<file path="config.mk">
export PLATFORM = sky130hd
export DESIGN_NAME = varint_stream_decoder_top
export DESIGN_NICKNAME = d
export VERILOG_FILES = /design/src/rtl/vsd_pkg.sv /design/src/rtl/vsd_front.sv /design/src/rtl/vsd_queue.sv /design/src/rtl/vsd_back.sv /design/src/rtl/varint_stream_decoder_top.sv
export SDC_FILE = /design/constraint.sdc
export NUM_CORES = 1
export LEC_CHECK = 0
export ABC_AREA = 1
export BUFFER_PORTS_ARGS = -buffer_cell sky130_fd_sc_hd__buf_2
export CORE_MARGIN = 4
export CORE_UTILIZATION = 46
export CTS_CLUSTER_DIAMETER = 200
export DETAILED_ROUTE_END_ITERATION = 7
export GPL_TIMING_DRIVEN = 0
export MAX_ROUTING_LAYER = met4
export SLEW_MARGIN = 20
export SYNTH_ARGS = -nofsm -noshare
export SYNTH_HDL_FRONTEND = slang
export SYNTH_HIERARCHICAL = 1
export SYNTH_SLANG_ARGS = --single-unit
</file>
<file path="constraint.sdc">
create_clock -name aclk -period 3.9 [get_ports aclk]
set_input_delay 0.78 -clock aclk [delete_from_list [all_inputs] [get_ports aclk]]
set_output_delay 0.78 -clock aclk [all_outputs]
set_load 0.05 [all_outputs]
</file>
<file path="src/rtl/vsd_pkg.sv">
package vsd_pkg;

    // Value kinds, same encoding on s_cmd and m_kind
    localparam logic [1:0] KIND_INT32   = 2'd0;
    localparam logic [1:0] KIND_SHORT16 = 2'd1;
    localparam logic [1:0] KIND_LONG64  = 2'd2;
    localparam logic [1:0] KIND_UNUSED  = 2'd3;

    localparam int PAYLOAD_W = 7;
    localparam int COUNT_W   = 4;
    localparam int VALUE_W   = 64;

    // What the back end does with one byte
    typedef enum logic [1:0] {
        OP_ACC,   // gather payload, no result
        OP_DONE,  // gather payload and emit the finished value
        OP_ERR    // byte limit reached with continuation set
    } vsd_op_t;

    // One classified byte, front to back
    typedef struct packed {
        vsd_op_t                op;
        logic [1:0]             kind;
        logic [COUNT_W-1:0]     idx;
        logic [PAYLOAD_W-1:0]   payload;
    } vsd_entry_t;

    // Byte limit of each kind
    function automatic logic [COUNT_W-1:0] kind_limit(input logic [1:0] k);
        case (k)
            KIND_SHORT16: kind_limit = 4'd3;
            KIND_LONG64:  kind_limit = 4'd10;
            default:      kind_limit = 4'd5;
        endcase
    endfunction

    // Result mask of each kind
    function automatic logic [VALUE_W-1:0] kind_mask(input logic [1:0] k);
        case (k)
            KIND_SHORT16: kind_mask = 64'h0000_0000_0000_FFFF;
            KIND_LONG64:  kind_mask = 64'hFFFF_FFFF_FFFF_FFFF;
            default:      kind_mask = 64'h0000_0000_FFFF_FFFF;
        endcase
    endfunction

    // Bit position of a byte's payload: 7 * index
    function automatic logic [5:0] byte_shift(input logic [COUNT_W-1:0] idx);
        case (idx)
            4'd0:    byte_shift = 6'd0;
            4'd1:    byte_shift = 6'd7;
            4'd2:    byte_shift = 6'd14;
            4'd3:    byte_shift = 6'd21;
            4'd4:    byte_shift = 6'd28;
            4'd5:    byte_shift = 6'd35;
            4'd6:    byte_shift = 6'd42;
            4'd7:    byte_shift = 6'd49;
            4'd8:    byte_shift = 6'd56;
            4'd9:    byte_shift = 6'd63;
            default: byte_shift = 6'd0;
        endcase
    endfunction

endpackage

</file>
<file path="src/rtl/vsd_front.sv">
module vsd_front (
    input  logic                 aclk,
    input  logic                 aresetn,
    input  logic                 s_valid,
    output logic                 s_ready,
    input  logic [1:0]           s_cmd,
    input  logic [7:0]           s_data_byte,
    output logic                 push_valid,
    input  logic                 push_ready,
    output vsd_pkg::vsd_entry_t  push_entry
);
    import vsd_pkg::*;

    logic               in_value_reg, in_value_next;
    logic [1:0]         kind_reg, kind_next;
    logic [COUNT_W-1:0] count_reg, count_next;

    logic [1:0]         kind_cur;
    logic [COUNT_W-1:0] idx_cur;
    logic [COUNT_W-1:0] count_inc;
    logic               more;
    logic               accept;

    assign s_ready    = push_ready;
    assign push_valid = s_valid;
    assign accept     = s_valid && push_ready;

    // Classify the byte against the value in progress
    always_comb begin
        if (in_value_reg) begin
            kind_cur = kind_reg;
            idx_cur  = count_reg;
        end else begin
            kind_cur = (s_cmd == KIND_UNUSED) ? KIND_INT32 : s_cmd;
            idx_cur  = '0;
        end
        more      = s_data_byte[7];
        count_inc = idx_cur + 4'd1;

        push_entry.kind    = kind_cur;
        push_entry.idx     = idx_cur;
        push_entry.payload = s_data_byte[PAYLOAD_W-1:0];
        if (!more) begin
            push_entry.op = OP_DONE;
        end else if (count_inc >= kind_limit(kind_cur)) begin
            push_entry.op = OP_ERR;
        end else begin
            push_entry.op = OP_ACC;
        end

        in_value_next = in_value_reg;
        kind_next     = kind_reg;
        count_next    = count_reg;
        if (accept) begin
            kind_next = kind_cur;
            if (push_entry.op == OP_ACC) begin
                in_value_next = 1'b1;
                count_next    = count_inc;
            end else begin
                in_value_next = 1'b0;
                count_next    = '0;
            end
        end
    end

    // Value tracking state
    always_ff @(posedge aclk) begin
        if (!aresetn) begin
            in_value_reg <= 1'b0;
            kind_reg     <= KIND_INT32;
            count_reg    <= '0;
        end else begin
            in_value_reg <= in_value_next;
            kind_reg     <= kind_next;
            count_reg    <= count_next;
        end
    end

endmodule

</file>
<file path="src/rtl/vsd_queue.sv">
module vsd_queue #(
    parameter int DEPTH = 4
) (
    input  logic                 aclk,
    input  logic                 aresetn,
    input  logic                 push_valid,
    output logic                 push_ready,
    input  vsd_pkg::vsd_entry_t  push_entry,
    output logic                 pop_valid,
    input  logic                 pop_ready,
    output vsd_pkg::vsd_entry_t  pop_entry
);
    import vsd_pkg::*;

    localparam int PTR_W = $clog2(DEPTH);
    localparam int CNT_W = $clog2(DEPTH + 1);
    localparam logic [PTR_W-1:0] PTR_LAST = PTR_W'(DEPTH - 1);
    localparam logic [CNT_W-1:0] CNT_FULL = CNT_W'(DEPTH);

    vsd_entry_t       mem_reg [DEPTH];
    logic [PTR_W-1:0] wr_ptr_reg, wr_ptr_next;
    logic [PTR_W-1:0] rd_ptr_reg, rd_ptr_next;
    logic [CNT_W-1:0] count_reg, count_next;
    logic             push, pop;

    assign push_ready = (count_reg != CNT_FULL);
    assign pop_valid  = (count_reg != '0);
    assign pop_entry  = mem_reg[rd_ptr_reg];
    assign push       = push_valid && push_ready;
    assign pop        = pop_valid && pop_ready;

    // Pointer and fill count update
    always_comb begin
        wr_ptr_next = wr_ptr_reg;
        rd_ptr_next = rd_ptr_reg;
        count_next  = count_reg;
        if (push) begin
            wr_ptr_next = (wr_ptr_reg == PTR_LAST) ? '0 : wr_ptr_reg + 1'b1;
        end
        if (pop) begin
            rd_ptr_next = (rd_ptr_reg == PTR_LAST) ? '0 : rd_ptr_reg + 1'b1;
        end
        if (push && !pop) begin
            count_next = count_reg + 1'b1;
        end else if (pop && !push) begin
            count_next = count_reg - 1'b1;
        end
    end

    always_ff @(posedge aclk) begin
        if (!aresetn) begin
            wr_ptr_reg <= '0;
            rd_ptr_reg <= '0;
            count_reg  <= '0;
        end else begin
            wr_ptr_reg <= wr_ptr_next;
            rd_ptr_reg <= rd_ptr_next;
            count_reg  <= count_next;
        end
    end

    // Entry storage
    always_ff @(posedge aclk) begin
        if (push) begin
            mem_reg[wr_ptr_reg] <= push_entry;
        end
    end

endmodule

</file>
<file path="src/rtl/vsd_back.sv">
module vsd_back (
    input  logic                          aclk,
    input  logic                          aresetn,
    input  logic                          pop_valid,
    output logic                          pop_ready,
    input  vsd_pkg::vsd_entry_t           pop_entry,
    output logic                          m_valid,
    input  logic                          m_ready,
    output logic [vsd_pkg::VALUE_W-1:0]   m_value,
    output logic [1:0]                    m_kind,
    output logic                          m_error
);
    import vsd_pkg::*;

    logic [VALUE_W-1:0] acc_reg, acc_next;
    logic               m_valid_reg, m_valid_next;
    logic [VALUE_W-1:0] m_value_reg, m_value_next;
    logic [1:0]         m_kind_reg, m_kind_next;
    logic               m_error_reg, m_error_next;

    logic               out_free;
    logic               pop;
    logic [VALUE_W-1:0] acc_base;
    logic [VALUE_W-1:0] acc_new;

    assign out_free  = !m_valid_reg || m_ready;
    // Gather-only requests never wait for the output register
    assign pop_ready = out_free || (pop_entry.op == OP_ACC);
    assign pop       = pop_valid && pop_ready;

    assign m_valid = m_valid_reg;
    assign m_value = m_value_reg;
    assign m_kind  = m_kind_reg;
    assign m_error = m_error_reg;

    // Shift the payload into place and mask to the kind's width
    always_comb begin
        acc_base = (pop_entry.idx == '0) ? '0 : acc_reg;
        acc_new  = (acc_base | (VALUE_W'(pop_entry.payload) << byte_shift(pop_entry.idx)))
                   & kind_mask(pop_entry.kind);

        acc_next     = acc_reg;
        m_valid_next = m_valid_reg && !m_ready;
        m_value_next = m_value_reg;
        m_kind_next  = m_kind_reg;
        m_error_next = m_error_reg;
        if (pop) begin
            case (pop_entry.op)
                OP_ACC: begin
                    acc_next = acc_new;
                end
                OP_DONE: begin
                    acc_next     = '0;
                    m_valid_next = 1'b1;
                    m_value_next = acc_new;
                    m_kind_next  = pop_entry.kind;
                    m_error_next = 1'b0;
                end
                OP_ERR: begin
                    acc_next     = '0;
                    m_valid_next = 1'b1;
                    m_value_next = '0;
                    m_kind_next  = pop_entry.kind;
                    m_error_next = 1'b1;
                end
                default: begin
                    acc_next = acc_reg;
                end
            endcase
        end
    end

    always_ff @(posedge aclk) begin
        if (!aresetn) begin
            acc_reg     <= '0;
            m_valid_reg <= 1'b0;
        end else begin
            acc_reg     <= acc_next;
            m_valid_reg <= m_valid_next;
        end
    end

    // Result payload
    always_ff @(posedge aclk) begin
        m_value_reg <= m_value_next;
        m_kind_reg  <= m_kind_next;
        m_error_reg <= m_error_next;
    end

endmodule

</file>
<file path="src/rtl/varint_stream_decoder_top.sv">
// Path: a final byte is written into the queue storage, and its result is then registered
// in the output register that drives m_; a full output register holds it in the queue.
// Throughput: one byte per cycle while the queue has room; the shift/OR in the back end and
// the front's byte counter are combinational, and the queue absorbs output stalls until it fills.
// A result waits in the output register while bytes keep flowing into the queue.
// Reset (aresetn, synchronous, active low) empties the queue, clears the value
// in progress and drops any pending result.
module varint_stream_decoder_top #(
    parameter int QUEUE_DEPTH = 4
) (
    input  logic                          aclk,
    input  logic                          aresetn,
    input  logic                          s_valid,
    output logic                          s_ready,
    input  logic [1:0]                    s_cmd,
    input  logic [7:0]                    s_data_byte,
    output logic                          m_valid,
    input  logic                          m_ready,
    output logic [vsd_pkg::VALUE_W-1:0]   m_value,
    output logic [1:0]                    m_kind,
    output logic                          m_error
);
    import vsd_pkg::*;

    logic       push_valid, push_ready;
    vsd_entry_t push_entry;
    logic       pop_valid, pop_ready;
    vsd_entry_t pop_entry;

    vsd_front u_front (
        .aclk        (aclk),
        .aresetn     (aresetn),
        .s_valid     (s_valid),
        .s_ready     (s_ready),
        .s_cmd       (s_cmd),
        .s_data_byte (s_data_byte),
        .push_valid  (push_valid),
        .push_ready  (push_ready),
        .push_entry  (push_entry)
    );

    vsd_queue #(
        .DEPTH (QUEUE_DEPTH)
    ) u_queue (
        .aclk       (aclk),
        .aresetn    (aresetn),
        .push_valid (push_valid),
        .push_ready (push_ready),
        .push_entry (push_entry),
        .pop_valid  (pop_valid),
        .pop_ready  (pop_ready),
        .pop_entry  (pop_entry)
    );

    vsd_back u_back (
        .aclk      (aclk),
        .aresetn   (aresetn),
        .pop_valid (pop_valid),
        .pop_ready (pop_ready),
        .pop_entry (pop_entry),
        .m_valid   (m_valid),
        .m_ready   (m_ready),
        .m_value   (m_value),
        .m_kind    (m_kind),
        .m_error   (m_error)
    );

endmodule

</file>
# Word level (Yosys, flattened, before mapping)
# Memories as Yosys holds them, arrays and structs flattened. A register that Yosys moved wholly into a read port is not among the register bits.
# Cells that the tools add are included.
# classes
n_eq_ne	10
addsub	5
mul	0
bitwise	2
div_mod_pow	0
muxes	24
n_lt_le_gt_ge	1
n_reduce_logical	22
n_shift	1
# ops
operator	n
case mux 64 bit (2 select lines)	3
AND 64 bit	1
2-to-1 mux 64 bit	1
bitwise OR 64 bit	1
left shift 7 x 6 -> 64 bit	1
2-to-1 mux 2 bit	8
equality test 2 bit, second input constant	6
2-to-1 mux 4 bit	3
case mux 4 bit (2 select lines)	1
equality test 2 x 1 -> 1 bit, second input constant	3
2-to-1 mux 3 bit	2
AND reduction 2 bit	3
nonzero test 2 bit	3
logical AND 1 bit	5
2-to-1 mux 1 bit	5
adder 2 x 1 -> 2 bit, second input constant	2
adder 4 x 1 -> 4 bit, second input constant	1
greater-or-equal comparator 4 bit	1
zero test 1 bit	4
zero test 2 bit	2
zero test 4 bit	1
adder 3 x 1 -> 3 bit, second input constant	1
inequality test 3 bit, second input constant	1
nonzero test 3 bit	1
other kinds (4)	5
# totals
ramBits	60
latch_bits	0
mem_count	2
regBits	146
output_inout_bits	69
mem_bits_ro	96
# mem_list
memory	depth	word_bits	read_ports	rd_ports_with_merged_regs	write_ports	line_no	text
(name not given)	16	6	1	0	0	vsd_pkg.sv:48	case (idx)
u_queue.mem_reg	4	15	1	1	1	vsd_queue.sv:20	vsd_entry_t mem_reg [DEPTH];

# Depth between registers and ports, before layout
# Gate-level depths: netlist of the first run.
# depth
word_depth	11
mapped_depth	19
ltp_nobuf	17

# Modules after synthesis
# Netlist of the first run, hierarchy kept.
# modules_own_cells
mod	area_each_um2	instances	cells_per_inst
vsd_back	6637.6	1	867
vsd_queue	2874.0	1	215
vsd_front	615.6	1	95

# Worst setup path after synthesis of the first run
# Ideal clock, no wire load.
# synth_timing
path_type	register -> register
startpoint	register (tool-made name)
endpoint	register u_back.m_error_reg, in the netlist u_back/m_error, enable pin
setup_time_ps	421
setup_slack_ps	919
path_buffers	1
stages_incl_launch_ff	12
synth_period_minus_slack_ps	2981
t_arrival_ps	2560
path_cell_list	dfxtp_1 -> inv_2 -> buf_4 -> nor2_1 -> o22ai_2 -> inv_1 -> ha_1 -> or2_2 -> nand2_1 -> inv_1 -> nand2_1 -> inv_1
# synth_rtl
element	line_no	text
end signal, assigned	vsd_back.sv:87	m_error_reg <= m_error_next;
end, declared	vsd_back.sv:19	logic m_error_reg, m_error_next;

==> results of run 1 <==
==> path summary, 6_finish.rpt <==
path,endpoint,slack (ns),depth (start not counted)
min,u_back/acc_reg[46],0.46,2
min reg2reg,u_back/acc_reg[46],0.46,2
max,u_back/m_value[43],0.27,15
max reg2reg,u_back/m_value[43],0.27,15
==> layer usage <==
layer	wire [um]	vias up	track usage (%)
met5	0	-	-
met4	739	0	6.57
met3	1350	50	3.10
met2	12700	214	36.3
met1	11300	3723	27.8
li1	-	4132	-
==> cells by family after synthesis <==
family / Yosys count
flops: 208
xor+xnor: 1
buf+inv: 162
fa+ha+maj: 21
compound gates: 154
simple gates: 631
==> layout by cell type, fill, tap and decap left out, drive strengths merged <==
cell | netlist | final
edfxtp | 127 | 127
nand4 | 43 | 43
a21boi | 1 | 1
clkinv | 2 | 12
clkbuf | 35 | 62
nand3b | 1 | 1
o22ai | 16 | 16
nand3 | 109 | 109
buf | 43 | 121
xnor2 | 1 | 1
dfxtp | 81 | 81
a31oi | 1 | 1
bufinv | 0 | 3
or2 | 6 | 6
nand2 | 349 | 349
a21oi | 80 | 80
inv | 82 | 82
nor3 | 1 | 1
nor2 | 119 | 119
o211ai | 1 | 1
o21ai | 54 | 54
and2 | 3 | 3
o31ai | 1 | 1
fa | 1 | 1
ha | 20 | 20
clkinvlp | 0 | 1
==> critical path: cells and delay by family, from the launching register on <==
family / cells / cell delay [ns]
compound gates: 2 / 0.18
simple gates: 5 / 1.07
flops: 1 / 0.49
fa+ha+maj: 1 / 0.20
buf+inv: 7 / 1.39
==> cell type report <==
cell class                 count  area (um^2)  share of cell area [%]
buffer                        78          419                    3.58
clock buffer                  27          632                    5.40
clock inverter                14          144                    1.23
inverter                      84          320                    2.74
multi-input combinational    807         3970                    33.9
sequential                   208         5440                    46.5
tap                          280          350                    2.99
timing repair buffer          78          433                    3.70
==> per-stage QoR <==
step                      worst slack (ns)  utilization [%]  instances  hold slack (ns)
final                                0.275             53.8       1576            0.465
after global routing                0.0138             53.8       1576            0.466
after CTS                            0.282             53.8       1576            0.457
after detailed placement             0.300             50.2       1535            0.455
after global placement              0.0473             49.9       1532            0.451
after floorplan                      0.919                -       1177            0.444
==> metrics.txt, run 1 <==
Resized cells post-CTS 0; top_reg_cell synth edfxtp_1; Worst Path Arrival between 3 and 4 ns; Die Wd around 160 um; core footprint 21800 um^2; CP Max Fanout 10; Yosys top cell area share a little under two fifths; CP max stage cell nor3_1; drt pass-1 iters 6; outcome complete, no violations; largest family of logic cells by synthesized area simple AND/OR/NAND/NOR gates; Die Y 156 um; die area between 20000 and 25000 um^2; drt via density around 5; ys async rst share 0%; Startpoint Class register; Layout area overhead 15.5%; Rows between 50 and 60; vias in the first global route 7635; number of flops mapped to enable cells by yosys about 130; compound-cell area share of the yosys netlist under 10%; initial antenna violation count 0; critical path type reg2reg; final hold vios 0; first-pass GRT wire length between 40 and 50 mm; largest net degree at the start of global routing approximately 50; Max Clk Rate between 200 and 300 MHz; PortBufs between 70 and 80; clk buf depth 3; Worst-path clk slew ~0.060 ns; Max Slew Vio Count 0; Starting Density between 40% and 50%; Crit path largest cell delay 0.78 ns; clock root buffer master clkbuf_16; CTS sink count between 200 and 250; multiplexer area fraction after synthesis 0%; CP Cell Sequence inv_2, buf_6, o21ai_2, o22ai_2, inv_1, ha_1, inv_1, nor3_1, inv_1, buf_2, buf_2, nand2_1, nand2_1, nand2_1, nor2_1; Post-Synth Simple-Gate Area between 20% and 30%; leading cell type by number of instances after synthesis nand2_1; Hold Crit Class reg2reg; Final Cycle Share 93.0%; Synth cell types 40; # DRC 0; Total Routing Usage GR 21.8%; worst rel slew slack 30.6%; Synth area leader edfxtp_1; count of state elements after synthesis about 210; Synth Warn # 6; setup bufs post-CTS 0; Req. time, crit path between 4 and 5 ns; setup violators final 0; hpwl dp 18.6 mm; setup TNS 0 ns; syn avg cell area about 8.6 um^2; RSZ-0062 raised after global routing no; num ports a little over 80; Nets 1315; hold_sp u_back/acc_reg[46]; Routed Antenna Nets 0; Wirelength per Cell between 15 and 20 um; via count 8119; Cells after Synth roughly 1200; number of max-cap violations 0; total congestion overflow 0; Filler cells roughly 2100; Worst Max-Slew Pin Slew approximately 1.0 ns; clock skew around 0.0086 ns; share of layout cells above drive strength 1 16.7%; CTS buffer count 23; Ant. Diodes 0; syn_nets 1212; crit end category register; hold buffers post-CTS 0; Post-Synth Adder-Cell Area 2.67%; 1st-iter DRT viols 446; clk_lat worst skew 0.51 ns; synth cell count leaders 337 x nand2_1, 127 x edfxtp_1, 113 x nor2_1, 109 x nand3_1, 81 x dfxtp_1; final wirelength ~26 mm; mapped cell area 10100 um^2; placed cell area roughly 11000 um^2; final worst path period need 3.63 ns; sequential share of the synthesized area a little over half; RePlAce Congestion around 0.96; synth top area cells edfxtp_1 38%, dfxtp_1 16%, nand2_1 12%, nand3_1 5.4%, nor2_1 4.2%; H-tree depth 1; Finished Cell Area roughly 12000 um^2; TritonCTS clock tree yes; Synth Area in XOR/XNOR less than 1%
Power of run 1 is left out: the tool's default activity adds up to more than one toggle a clock period on the data nets, which glitch-free logic cannot reach.
==> run 2, diff against run 1 <==
Settings changed: BUFFER_PORTS_ARGS -buffer_cell sky130_fd_sc_hd__buf_2 to -buffer_cell sky130_fd_sc_hd__clkbuf_2.
==> run 2 against run 1 <==
Against the previous run: worst hold slack got worse by 0.0020 ns; count of clock-buffer cells in the layout grew 8; routed wire length grew 0.47%; via count grew 1.8%; die area unchanged; critical endpoint is now u_back/m_value[12]; flip-flop and latch count unchanged; first-iteration DRC count increased by 11%; setup slack improved by 0.22 ns; critical path depth shrank 2; maximum frequency up 6.5%; register-to-register slack better by 0.22 ns; critical path type unchanged; non-clock buffer count unchanged.
==> metrics.txt, run 2 (synthesis results as in run 1) <==
H-tree depth 1; TritonCTS clock tree yes; clock skew 0.0151 ns; Die Y 156 um; Hold Crit Class reg2reg; Ant. Diodes 0; CTS buffer count 24; CTS sink count about 210; RePlAce Congestion just over 1; crit end category register; clk_lat worst skew 0.52 ns; RSZ-0062 raised after global routing no; Req. time, crit path around 4.3 ns; critical path type reg2reg; leading cell type in the layout, fill and taps excluded nand2_1; Total Routing Usage GR approximately 22%; final worst path period need approximately 3.4 ns; Die Wd approximately 160 um; Wirelength per Cell between 15 and 20 um; number of max-cap violations 0; Worst-path clk slew approximately 0.060 ns; Worst Path Arrival approximately 3.8 ns; total congestion overflow 0; Max Clk Rate 294 MHz; Startpoint Class register; Nets between 1000 and 1500; Starting Density 46.5%; PortBufs 75; final wirelength around 26 mm; outcome complete, no violations; clk buf depth 3; most frequent cells in the layout 337 x nand2_1, 127 x edfxtp_1, 109 x nand3_1, 109 x nor2_1, 81 x dfxtp_1; CP Max Fanout 10; die area approximately 24000 um^2; setup TNS 0 ns; drt pass-1 iters 5; vias in the first global route between 7000 and 8000; core footprint 21800 um^2; Layout area overhead 15.9%; final hold vios 0; Worst Max-Slew Pin Slew approximately 1.1 ns; largest net degree at the start of global routing 53; Final Hold Slack 0.463 ns; setup violators final 0; first-pass GRT wire length ~40 mm; num ports a little over 80; initial antenna violation count 0; Routed Antenna Nets 0; clock root buffer master clkbuf_16; Rows 54; # DRC 0; worst rel slew slack between 20% and 30%; setup bufs post-CTS 0; via count 8263; hpwl dp around 19 mm; hold buffers post-CTS 0; share of layout cells above drive strength 1 between 10% and 20%; drt via density about 5.2; Final Cycle Share slightly below 90%; 1st-iter DRT viols between 400 and 500; Resized cells post-CTS 0; Max Slew Vio Count 0
==> run 2: critical path, cell delays in order, from the launching register on <==
cell and delay, ns:
dfxtp_1 0.49, buf_6 0.20, o21ai_1 0.09, o22ai_2 0.22, inv_1 0.17, ha_1 0.40, nor2_1 0.07, a21oi_2 0.32
nand3_1 0.25, o21ai_1 0.47, nand4_1 0.25, o21ai_0 0.17, inv_1 0.06, nor2_1 0.09
==> run 2: worst paths after layout <==
check                startpoint                 end  slack (ns)  depth (start not counted)
max                    register  u_back/m_value[12]        0.50                         13
min          u_back/acc_reg[33]  u_back/acc_reg[33]        0.46                          2
max reg2reg            register  u_back/m_value[12]        0.50                         13
min reg2reg  u_back/acc_reg[33]  u_back/acc_reg[33]        0.46                          2
==> run 2: stage by stage <==
step	setup slack, ns	instances	instance area (um^2)	utilization, %
global placement	0.0547	1532	10900	49.9
CTS	0.229	1579	11700	53.9
finish	0.497	1579	11700	53.9
detailed placement	0.230	1535	10900	50.2
floorplan	0.919	1177	10100	-
global route	0.269	1579	11700	53.9
==> run 2: per-layer routing <==
metal	global-route usage [%]	routed length, um
met5	-	0
met4	7.23	743
met3	3.71	1520
met2	35.8	12900
met1	27.4	11100
==> run 2: final cells by class <==
cell class | count | area, um^2
sequential | 208 | 5440
fill | 2052 | 10000
tap | 280 | 350
buffer | 78 | 419
timing repair buffer | 78 | 433
inverter | 84 | 320
clock buffer | 35 | 713
multi-input combinational | 807 | 3970
clock inverter | 9 | 95.1
Power of run 2 is left out for the same reason.
